$ cat config.mk
export PLATFORM = sky130hd
export DESIGN_NAME = key_value_line_tokenizer
export DESIGN_NICKNAME = d
export VERILOG_FILES = /design/src/rtl/kvlt_pkg.sv /design/src/rtl/key_value_line_tokenizer.sv /design/src/rtl/kvlt_in_stage.sv /design/src/rtl/kvlt_parse.sv /design/src/rtl/kvlt_out_stage.sv
export SDC_FILE = /design/constraint.sdc
export NUM_CORES = 1
export LEC_CHECK = 0
export ABC_AREA = 1
export BUFFER_PORTS_ARGS = -buffer_cell sky130_fd_sc_hd__buf_2
export CAP_MARGIN = 20
export CORE_ASPECT_RATIO = 0.9
export CORE_MARGIN = 5
export CORE_UTILIZATION = 55
export DETAILED_ROUTE_END_ITERATION = 8
export PLACE_DENSITY = 0.75
export SYNTH_ARGS = -nofsm -noshare
export SYNTH_HDL_FRONTEND = slang
export SYNTH_SLANG_ARGS = --single-unit
$ cat constraint.sdc
create_clock -name clk -period 18 [get_ports clk]
set_clock_uncertainty 0.05 [all_clocks]
set_input_delay 5.4 -clock clk [delete_from_list [all_inputs] [get_ports clk]]
set_output_delay 5.4 -clock clk [all_outputs]
set_load 0.02 [all_outputs]
$ cat src/rtl/kvlt_pkg.sv
`timescale 1ns / 1ps
// shared types and constants for the key/value line tokenizer
// no dependencies; used by every kvlt module and the top level

package kvlt_pkg;

  localparam int KEY_BYTES = 8;
  localparam int CHAR_W    = 8;
  localparam int KEY_W     = 64;
  localparam int LEN_W     = 8;
  localparam int VALUE_W   = 64;
  localparam int DIGIT_W   = 4;

  localparam logic [CHAR_W-1:0] CH_SLASH = 8'h2F;
  localparam logic [CHAR_W-1:0] CH_EQUAL = 8'h3D;
  localparam logic [CHAR_W-1:0] CH_SPACE = 8'h20;
  localparam logic [CHAR_W-1:0] CH_TAB   = 8'h09;
  localparam logic [CHAR_W-1:0] CH_MINUS = 8'h2D;
  localparam logic [CHAR_W-1:0] CH_ZERO  = 8'h30;
  localparam logic [CHAR_W-1:0] CH_NINE  = 8'h39;

  localparam logic [LEN_W-1:0] LEN_MAX = '1;

  typedef enum logic [6:0] {
    PH_PREFIX1 = 7'b0000001,
    PH_PREFIX2 = 7'b0000010,
    PH_BLANKS  = 7'b0000100,
    PH_KEY     = 7'b0001000,
    PH_DISCARD = 7'b0010000,
    PH_VALUE   = 7'b0100000,
    PH_REJECT  = 7'b1000000
  } phase_t;

  // one input beat as held in the input register
  typedef struct packed {
    logic [CHAR_W-1:0] ch;
    logic              eol;
  } beat_t;

  typedef struct packed {
    logic                      pair_valid;
    logic [KEY_W-1:0]          key_bytes;
    logic [LEN_W-1:0]          key_length;
    logic                      key_truncated;
    logic signed [VALUE_W-1:0] pair_value;
    logic                      line_end;
    logic                      line_accepted;
  } result_t;

endpackage

$ cat src/rtl/key_value_line_tokenizer.sv
`timescale 1ns / 1ps
// Splits "//"-prefixed text lines, fed one byte per beat, into key=value pairs and
// emits each pair with its packed key and parsed signed 64-bit value; every line's last
// byte also yields a result beat carrying line_end and line_accepted. One byte is taken
// every cycle unless in_stall is high; a byte is held in the input register and is then
// parsed into the result register, which offers its result to the sink. The rate is set
// by the parser update, whose longest path is the multiply-by-ten-and-add of the value
// accumulator.
// Bytes that complete nothing are absorbed without a result beat.

module key_value_line_tokenizer (
  input  logic               clk,
  input  logic               rst,
  input  logic               in_valid,
  output logic               in_stall,
  input  logic [7:0]         char_in,
  input  logic               end_of_line,
  output logic               out_valid,
  input  logic               out_stall,
  output logic               pair_valid,
  output logic [63:0]        key_bytes,
  output logic [7:0]         key_length,
  output logic               key_truncated,
  output logic signed [63:0] pair_value,
  output logic               line_end,
  output logic               line_accepted
);

  kvlt_pkg::beat_t   beat;
  kvlt_pkg::result_t parse_result;
  kvlt_pkg::result_t out_result;
  logic              beat_valid;
  logic              produce;
  logic              take;
  logic              advance;

  // a beat that makes no result never waits on the sink
  assign advance = beat_valid & (~produce | take);

  kvlt_in_stage u_in (
    .clk         (clk),
    .rst         (rst),
    .in_valid    (in_valid),
    .char_in     (char_in),
    .end_of_line (end_of_line),
    .in_stall    (in_stall),
    .advance     (advance),
    .beat_valid  (beat_valid),
    .beat        (beat)
  );

  kvlt_parse u_parse (
    .clk     (clk),
    .rst     (rst),
    .beat    (beat),
    .advance (advance),
    .produce (produce),
    .result  (parse_result)
  );

  kvlt_out_stage u_out (
    .clk       (clk),
    .rst       (rst),
    .load      (advance & produce),
    .result_in (parse_result),
    .out_stall (out_stall),
    .out_valid (out_valid),
    .take      (take),
    .result    (out_result)
  );

  assign pair_valid    = out_result.pair_valid;
  assign key_bytes     = out_result.key_bytes;
  assign key_length    = out_result.key_length;
  assign key_truncated = out_result.key_truncated;
  assign pair_value    = out_result.pair_value;
  assign line_end      = out_result.line_end;
  assign line_accepted = out_result.line_accepted;

`ifndef SYNTH
  a_pair_needs_line : assert property (@(posedge clk) disable iff (rst)
    (out_valid && pair_valid) |-> line_accepted)
    else $error("pair emitted on a rejected line");

  a_no_pair_is_zero : assert property (@(posedge clk) disable iff (rst)
    (out_valid && !pair_valid) |-> (line_end && key_length == '0 && pair_value == '0))
    else $error("result without pair is not an empty line end");

  a_trunc_len : assert property (@(posedge clk) disable iff (rst)
    (out_valid && key_truncated) |-> (key_length > 8'(kvlt_pkg::KEY_BYTES)))
    else $error("truncated key with short length");

  a_stall_held : assert property (@(posedge clk) disable iff (rst)
    in_stall |-> (beat_valid && !advance))
    else $error("input stalled while the input register drains");
`endif

endmodule

$ cat src/rtl/kvlt_in_stage.sv
`timescale 1ns / 1ps
// input register for the tokenizer: holds one byte beat until the parser takes it
// depends on kvlt_pkg

module kvlt_in_stage (
  input  logic           clk,
  input  logic           rst,
  input  logic           in_valid,
  input  logic [7:0]     char_in,
  input  logic           end_of_line,
  output logic           in_stall,
  input  logic           advance,
  output logic           beat_valid,
  output kvlt_pkg::beat_t beat
);

  logic load;

  assign in_stall = beat_valid & ~advance;
  assign load     = in_valid & ~in_stall;

  always_ff @(posedge clk) begin
    if (rst) begin
      beat_valid <= 1'b0;
    end else if (load) begin
      beat_valid <= 1'b1;
    end else if (advance) begin
      beat_valid <= 1'b0;
    end
  end

  always_ff @(posedge clk) begin
    if (load) begin
      beat.ch  <= char_in;
      beat.eol <= end_of_line;
    end
  end

endmodule

$ cat src/rtl/kvlt_parse.sv
`timescale 1ns / 1ps
// line parser state and its combinational update for one byte
// depends on kvlt_pkg; produces the result for the output register

module kvlt_parse (
  input  logic              clk,
  input  logic              rst,
  input  kvlt_pkg::beat_t   beat,
  input  logic              advance,
  output logic              produce,
  output kvlt_pkg::result_t result
);

  kvlt_pkg::phase_t               phase, phase_next;
  logic [kvlt_pkg::KEY_W-1:0]     key_buffer, key_buffer_next;
  logic [kvlt_pkg::LEN_W-1:0]     key_count, key_count_next;
  logic                           key_overflow, key_overflow_next;
  logic [kvlt_pkg::VALUE_W-1:0]   value_acc, value_acc_next;
  logic                           value_negative, value_negative_next;
  logic                           value_seen, value_seen_next;
  logic                           digits_stopped, digits_stopped_next;

  logic                           emit;
  logic                           push_key;
  logic                           accepted;
  logic                           is_digit;
  logic [kvlt_pkg::DIGIT_W-1:0]   digit;
  logic [kvlt_pkg::VALUE_W-1:0]   digit_ext;
  logic [kvlt_pkg::VALUE_W-1:0]   digit_term;

  assign is_digit   = (beat.ch >= kvlt_pkg::CH_ZERO) && (beat.ch <= kvlt_pkg::CH_NINE);
  assign digit      = kvlt_pkg::DIGIT_W'(beat.ch - kvlt_pkg::CH_ZERO);
  assign digit_ext  = kvlt_pkg::VALUE_W'(digit);
  // accumulator keeps the signed value, so a negative number subtracts each digit
  assign digit_term = value_negative ? (kvlt_pkg::VALUE_W'(0) - digit_ext) : digit_ext;

  always_comb begin
    phase_next          = phase;
    key_buffer_next     = key_buffer;
    key_count_next      = key_count;
    key_overflow_next   = key_overflow;
    value_acc_next      = value_acc;
    value_negative_next = value_negative;
    value_seen_next     = value_seen;
    digits_stopped_next = digits_stopped;
    emit                = 1'b0;
    push_key            = 1'b0;

    case (phase)
      kvlt_pkg::PH_PREFIX1: begin
        phase_next = (beat.ch == kvlt_pkg::CH_SLASH) ? kvlt_pkg::PH_PREFIX2
                                                     : kvlt_pkg::PH_REJECT;
      end
      kvlt_pkg::PH_PREFIX2: begin
        phase_next = (beat.ch == kvlt_pkg::CH_SLASH) ? kvlt_pkg::PH_BLANKS
                                                     : kvlt_pkg::PH_REJECT;
      end
      kvlt_pkg::PH_BLANKS: begin
        if (beat.ch == kvlt_pkg::CH_SPACE || beat.ch == kvlt_pkg::CH_TAB) begin
          phase_next = kvlt_pkg::PH_BLANKS;
        end else if (beat.ch == kvlt_pkg::CH_EQUAL) begin
          phase_next = kvlt_pkg::PH_DISCARD;
        end else begin
          key_buffer_next   = '0;
          key_count_next    = '0;
          key_overflow_next = 1'b0;
          push_key          = 1'b1;
          phase_next        = kvlt_pkg::PH_KEY;
        end
      end
      kvlt_pkg::PH_KEY: begin
        if (beat.ch == kvlt_pkg::CH_EQUAL) begin
          value_acc_next      = '0;
          value_negative_next = 1'b0;
          value_seen_next     = 1'b0;
          digits_stopped_next = 1'b0;
          phase_next          = kvlt_pkg::PH_VALUE;
        end else if (beat.ch == kvlt_pkg::CH_SPACE) begin
          phase_next = kvlt_pkg::PH_BLANKS;
        end else begin
          push_key = 1'b1;
        end
      end
      kvlt_pkg::PH_DISCARD: begin
        if (beat.ch == kvlt_pkg::CH_SPACE) begin
          phase_next = kvlt_pkg::PH_BLANKS;
        end
      end
      kvlt_pkg::PH_VALUE: begin
        if (beat.ch == kvlt_pkg::CH_SPACE) begin
          emit       = value_seen;
          phase_next = kvlt_pkg::PH_BLANKS;
        end else begin
          if (!value_seen && beat.ch == kvlt_pkg::CH_MINUS) begin
            value_negative_next = 1'b1;
          end else if (!digits_stopped) begin
            if (is_digit) begin
              // times ten as two shifts
              value_acc_next = (value_acc << 3) + (value_acc << 1) + digit_term;
            end else begin
              digits_stopped_next = 1'b1;
            end
          end
          value_seen_next = 1'b1;
        end
      end
      default: begin
        phase_next = kvlt_pkg::PH_REJECT;
      end
    endcase

    if (push_key) begin
      if (key_count_next < kvlt_pkg::LEN_W'(kvlt_pkg::KEY_BYTES)) begin
        for (int i = 0; i < kvlt_pkg::KEY_BYTES; i++) begin
          if (key_count_next == kvlt_pkg::LEN_W'(i)) begin
            key_buffer_next[8*i +: 8] = beat.ch;
          end
        end
      end else begin
        key_overflow_next = 1'b1;
      end
      if (key_count_next != kvlt_pkg::LEN_MAX) begin
        key_count_next = key_count_next + kvlt_pkg::LEN_W'(1);
      end
    end

    if (beat.eol && phase_next == kvlt_pkg::PH_VALUE && value_seen_next) begin
      emit = 1'b1;
    end
  end

  assign accepted = (phase_next == kvlt_pkg::PH_BLANKS) || (phase_next == kvlt_pkg::PH_KEY) ||
                    (phase_next == kvlt_pkg::PH_DISCARD) || (phase_next == kvlt_pkg::PH_VALUE);

  assign produce = emit | beat.eol;

  always_comb begin
    result               = '0;
    result.line_end      = beat.eol;
    result.line_accepted = accepted;
    if (emit) begin
      result.pair_valid    = 1'b1;
      result.key_bytes     = key_buffer_next;
      result.key_length    = key_count_next;
      result.key_truncated = key_overflow_next;
      result.pair_value    = value_acc_next;
    end
  end

  always_ff @(posedge clk) begin
    if (rst || (advance && beat.eol)) begin
      phase          <= kvlt_pkg::PH_PREFIX1;
      key_buffer     <= '0;
      key_count      <= '0;
      key_overflow   <= 1'b0;
      value_acc      <= '0;
      value_negative <= 1'b0;
      value_seen     <= 1'b0;
      digits_stopped <= 1'b0;
    end else if (advance) begin
      phase          <= phase_next;
      key_buffer     <= key_buffer_next;
      key_count      <= key_count_next;
      key_overflow   <= key_overflow_next;
      value_acc      <= value_acc_next;
      value_negative <= value_negative_next;
      value_seen     <= value_seen_next;
      digits_stopped <= digits_stopped_next;
    end
  end

endmodule

$ cat src/rtl/kvlt_out_stage.sv
`timescale 1ns / 1ps
// result register: holds one result beat until the sink takes it
// depends on kvlt_pkg

module kvlt_out_stage (
  input  logic              clk,
  input  logic              rst,
  input  logic              load,
  input  kvlt_pkg::result_t result_in,
  input  logic              out_stall,
  output logic              out_valid,
  output logic              take,
  output kvlt_pkg::result_t result
);

  // room for a new result when empty or when the held one leaves this cycle
  assign take = ~out_valid | ~out_stall;

  always_ff @(posedge clk) begin
    if (rst) begin
      out_valid <= 1'b0;
    end else if (load) begin
      out_valid <= 1'b1;
    end else if (take) begin
      out_valid <= 1'b0;
    end
  end

  always_ff @(posedge clk) begin
    if (load) begin
      result <= result_in;
    end
  end

endmodule

[Word level (Yosys, flattened, before mapping)]
Cells that the tools add are included.
Widths: inputs -> output; s select.
Storage, ports and cells
  word-level logic and storage cells: 146
  flip-flop bits (word level): 298
Operators by class
  order comparisons: 3
  $add $sub $neg: 5
  mux-type cells: 62
  bitwise operators: 12
  eq/ne operators: 27
  reduce and logical (&&, ||, !) cells: 18
Operators by type and width (number)
  $mux 64: 11
  $mux 138: 1
  $add 64x64->64: 2
  $pmux 64 s2: 1
  $mux 8: 13
  $mux 7: 5
  $pmux 7 s5: 1
  $eq 8x3->1 const B: 4
  $eq 8x6->1 const B: 4
  $mux 1: 25
  $eq 8x2->1 const B: 2
  $eq 7x3->1 const B: 2
  $eq 7x4->1 const B: 2
  $eq 7x5->1 const B: 2
  $eq 7x6->1 const B: 2
  $reduce_and 5->1: 2
  $add 8x1->8 const B: 1
  $eq 8x1->1 const B: 1
  $eq 8x4->1 const B: 1
  $ge 8x6->1 const B: 1
  $le 8x6->1 const B: 1
  $logic_not 8->1: 1
  $lt 8x4->1 const B: 1
  $ne 8x8->1 const B: 1
  other kinds (16): 40

[Depth between registers and ports, before layout]
  depth after elaboration: 17
  mapped depth: 28

[By module]
From an unflattened synthesis, not the netlist that was laid out.
Second synthesis, totals
  cells, all modules: 3033
  area total of the unflattened synthesis: 20916.3 um2
Modules (own cells, without submodules)
  kvlt_parse: area each 16331.9 um2, sequential area each 2942.8 um2, times used 1, cells each 2868
  kvlt_out_stage: area each 4242.8 um2, sequential area each 4224.1 um2, times used 1, cells each 144
  kvlt_in_stage: area each 316.6 um2, sequential area each 290.3 um2, times used 1, cells each 16
  key_value_line_tokenizer: area each 25.0 um2, sequential area each 0.0 um2, times used 1, cells each 5

[Worst setup path before layout]
Ideal clock, no wire load.
  path type: input to output
  start point: in out_stall
  end point: out in_stall
  arrival: 5807 ps
  path slack: 6743 ps
  stages: 2
  path through: nand3_1 -> nor2_1
Between the ends
  cells in the longest elaborated chain, start to end: 6
RTL lines
  start, declared: RTL line key_value_line_tokenizer.sv:19  | input logic out_stall,
  $not 1->1: RTL line kvlt_out_stage.sv:17  | assign take = ~out_valid | ~out_stall;
  $or 1x1->1: RTL line kvlt_out_stage.sv:17
  $or 1x1->1: RTL line key_value_line_tokenizer.sv:38  | assign advance = beat_valid & (~produce | take);
  $and 1x1->1: RTL line key_value_line_tokenizer.sv:38
  $not 1->1: RTL line kvlt_in_stage.sv:19  | assign in_stall = beat_valid & ~advance;
  $and 1x1->1: RTL line kvlt_in_stage.sv:19
  end, declared: RTL line key_value_line_tokenizer.sv:15  | output logic in_stall,
Every way passes these cells.

[Final worst setup path]
Ends and elaborated chain as after synthesis.

==> summary.json <==
{
  "number_of_nets_produced_by_synthesis": 3291,
  "global_route.overflow_total": 0,
  "place.detailed.hpwl_mm": 48.4,
  "reg2reg_setup_slack_ns": 12.13,
  "clk_path_buf_depth": 3,
  "worstPathArrival_ns": 5.96,
  "power.share.combinational": 0.061,
  "fmaxAchievable_mhz": 87.6,
  "num_cts_buffers": 31,
  "viasPerCell": 5.48,
  "yosysMostFrequentCell": "sky130_fd_sc_hd__nand2_1",
  "synth_top_cells_by_count": "sky130_fd_sc_hd__nand2_1, sky130_fd_sc_hd__inv_1, sky130_fd_sc_hd__a21oi_1",
  "layout_setup_ws_ns": 6.59,
  "route.vias.total": 20567,
  "mapped_area_sq_mm": 0.0211,
  "final_area_sq_mm": 0.0231,
  "gp_congestion": 0.964,
  "floorplan.initialDensity": 0.554,
  "crit-reg2reg-capture": "u_out.result[58]",
  "cp-startpoint": "out_stall",
  "grt_antenna_before_repair": 0,
  "rsz0062_at_grt": "no",
  "fp.dieArea_sq_mm": 0.0424,
  "syn-instance-count": 3147,
  "ys.warnings.count": 0,
  "power_switching_mw": 0.362,
  "cp_cell_sequence": "buf_2, nand3_1, nor2_1, buf_2",
  "num_io_pins": 155,
  "core.rowCount": 68,
  "crit_required_ns": 12.55,
  "internal_power_mw": 1.11,
  "irDropWorstVdd_mv": 0.0926,
  "grt_max_degree": 79,
  "ys.flop_type": "sky130_fd_sc_hd__edfxtp_1",
  "floorplan.die.width_um": 217,
  "root_buffer": "sky130_fd_sc_hd__clkbuf_16",
  "setup.worst_path.class": "primary input to primary output",
  "drtPass1Iterations": 6,
  "drt_first_iter_violations": 2019,
  "drcViolationCount": 0,
  "antenna-diode-count": 0,
  "number_of_enable_flip_flop_cells_after_synthesis": 149,
  "clk-insertion-delay-late_ns": 0.57,
  "vias_in_the_first_global_route": 19232,
  "timing.critical_path.mode_cell": "sky130_fd_sc_hd__buf_2",
  "holdCritPathClass": "flip-flop to flip-flop",
  "use_met1": 0.416,
  "holdBufCountCts": 0,
  "fp.coreArea_sq_mm": 0.0381,
  "worstPathBufferInverterCount": 2,
  "pwr-share-seq": 0.496,
  "global_route.usage.total": 0.297,
  "clock_sinks": 298,
  "worstPathMaxFanout": 2,
  "outcome": "finished clean",
  "num-fill-cells": 3555,
  "final_setup_tns_ns": 0,
  "p_r_area_growth_vs_syn_pct": 9.53,
  "postCtsResizedCells": 0,
  "place_area_sq_mm": 0.0221,
  "worstRegToRegCells": 14,
  "timing.final.hold_violations": 0,
  "drv_slew": 0,
  "period_minus_slack_ns": 11.41,
  "busiest_layer": "met2",
  "met2_usage": 0.491,
  "setup.worst_path.end_class": "primary output",
  "crit_path_end": "in_stall",
  "timing.critical_path.slowest_cell_delay_ns": 0.18,
  "cp_num_cells": 4,
  "ant_nets": 0,
  "setup_violations": 0,
  "synth_area_leaders": "sky130_fd_sc_hd__edfxtp_1, sky130_fd_sc_hd__nand2_1, sky130_fd_sc_hd__dfxtp_1",
  "grt_util_met3": 0.0349,
  "async_set_or_reset_register_ratio_after_synthesis": 0,
  "clkTransAtPathRegs_ns": 0.06,
  "yosysTopAreaCellShare": 0.212,
  "worst_setup_path_start_kind": "primary input",
  "drive_gt1_frac": 0.0822,
  "clockPowerShare": 0.443,
  "synth.yosys.seq_area_share": 0.353,
  "die_h_um": 196,
  "ys_seq_elements": 298,
  "layout.nets": 3382,
  "worst_r2r_startpoint": "u_in.beat[1]",
  "cts-htree-levels": 1,
  "cell_count_after_placement": 3695,
  "slowest_stage": "sky130_fd_sc_hd__buf_2",
  "power_leakage_nw": 11.2,
  "syn_avg_cell_area_sq_um": 6.71,
  "crit_family": "simple AND/OR/NAND/NOR gates",
  "max_slew.worst_pin.slew_ns": 1.07,
  "post_cts_buffers": 0,
  "numPortBuffers": 154,
  "part_of_the_cycle_the_worst_path_needs": 0.634,
  "swShare": 0.245,
  "fin_cells": 3752,
  "dpl_worst_slack_ns": 6.60,
  "postRouteWirelength_mm": 65.2,
  "synth_area_leader_cell": "sky130_fd_sc_hd__edfxtp_1",
  "drv_cap": 0,
  "wl_per_cell_um": 17.4,
  "slew_headroom": 0.288,
  "grt_pass1_wl_mm": 103,
  "p_per_area_mw_per_mm2": 63.7,
  "yosysUniqueCellTypes": 42,
  "cts_tree": "done"
}
## worst min-delay path: stages (launching register included)
cell	delay (ns)
sky130_fd_sc_hd__dfxtp_1	0.31
sky130_fd_sc_hd__nand2_1	0.06
sky130_fd_sc_hd__a21oi_1	0.06
## per-layer routing
| metal | part of all wire | wire length, um |
|---|---|---|
| met1 | 0.43 | 28200 |
| met2 | 0.47 | 30400 |
| met3 | 0.072 | 4690 |
| met4 | 0.028 | 1840 |
| met5 | 0 | 0 |
## cells by family after synthesis
group / count (synthesis) / synth area share
AND/OR/NAND/NOR: 1641 / 0.316
buffers and inverters: 613 / 0.116
AO/OA/AOI/OAI: 452 / 0.111
flip-flops: 298 / 0.353
adder cells (fa/ha/maj): 131 / 0.0993
XOR/XNOR: 12 / 0.00498
## sequential cells by signal, indices dropped and copies added (netlist names)
register,count
u_out.result,140
u_parse.key_buffer,64
u_in.beat_valid,1
u_parse.digits_stopped,1
u_parse.value_acc,64
u_out.out_valid,1
u_parse.key_overflow,1
u_parse.value_seen,1
u_in.beat,9
u_parse.key_count,8
u_parse.phase,7
u_parse.value_negative,1
## power by group through the flow
stage                     clock (mW)  combinational [mW]  sequential, mW
after floorplan                    0              0.0647           0.741
after global placement             0              0.0866           0.744
after detailed placement           0              0.0887           0.745
after CTS                      0.657              0.0892           0.730
after global routing           0.687              0.0990           0.731
final                          0.653              0.0899           0.730
## area by class of cell
class | instances | area, sq um | share of cell area
Clock buffer | 36 | 815 | 0.0352
Inverter | 500 | 1890 | 0.0818
Sequential cell | 298 | 7460 | 0.322
Timing Repair Buffer | 171 | 898 | 0.0388
Multi-Input combinational cell | 2236 | 11200 | 0.486
Clock inverter | 21 | 223 | 0.00963
Tap cell | 490 | 613 | 0.0265
## worst min path at each step
stage / from / end / depth (start not counted) / slack [ns]
floorplan: u_parse.digits_stopped / u_parse.digits_stopped / 2 / 0.39
global placement: u_parse.key_buffer[21] / u_parse.key_buffer[21] / 2 / 0.40
detailed placement: u_parse.key_buffer[47] / u_parse.key_buffer[47] / 2 / 0.41
CTS: u_parse.key_buffer[47] / u_parse.key_buffer[47] / 2 / 0.41
global route: u_parse.key_buffer[2] / u_parse.key_buffer[2] / 2 / 0.43
finish: u_parse.key_buffer[45] / u_parse.key_buffer[45] / 2 / 0.42
## placed cells by master (no fill, tap or decap), types with 61 or more instances in the layout
cell and n:
sky130_fd_sc_hd__a21oi_1 327, sky130_fd_sc_hd__buf_2 154, sky130_fd_sc_hd__dfxtp_1 149, sky130_fd_sc_hd__edfxtp_1 149
sky130_fd_sc_hd__fa_1 61, sky130_fd_sc_hd__ha_1 70, sky130_fd_sc_hd__inv_1 484, sky130_fd_sc_hd__nand2_1 1099
sky130_fd_sc_hd__nand3_1 210, sky130_fd_sc_hd__nor2_1 244, sky130_fd_sc_hd__o21ai_0 99
## through the flow
step | hold WS, ns | utilization | power [mW]
after floorplan | 0.387 | - | 0.806
after global placement | 0.401 | 0.580 | 0.831
after detailed placement | 0.405 | 0.580 | 0.834
after CTS | 0.415 | 0.607 | 1.48
after global routing | 0.429 | 0.607 | 1.52
final | 0.416 | 0.607 | 1.47
No activity file was read; power rests on OpenSTA's default activity.
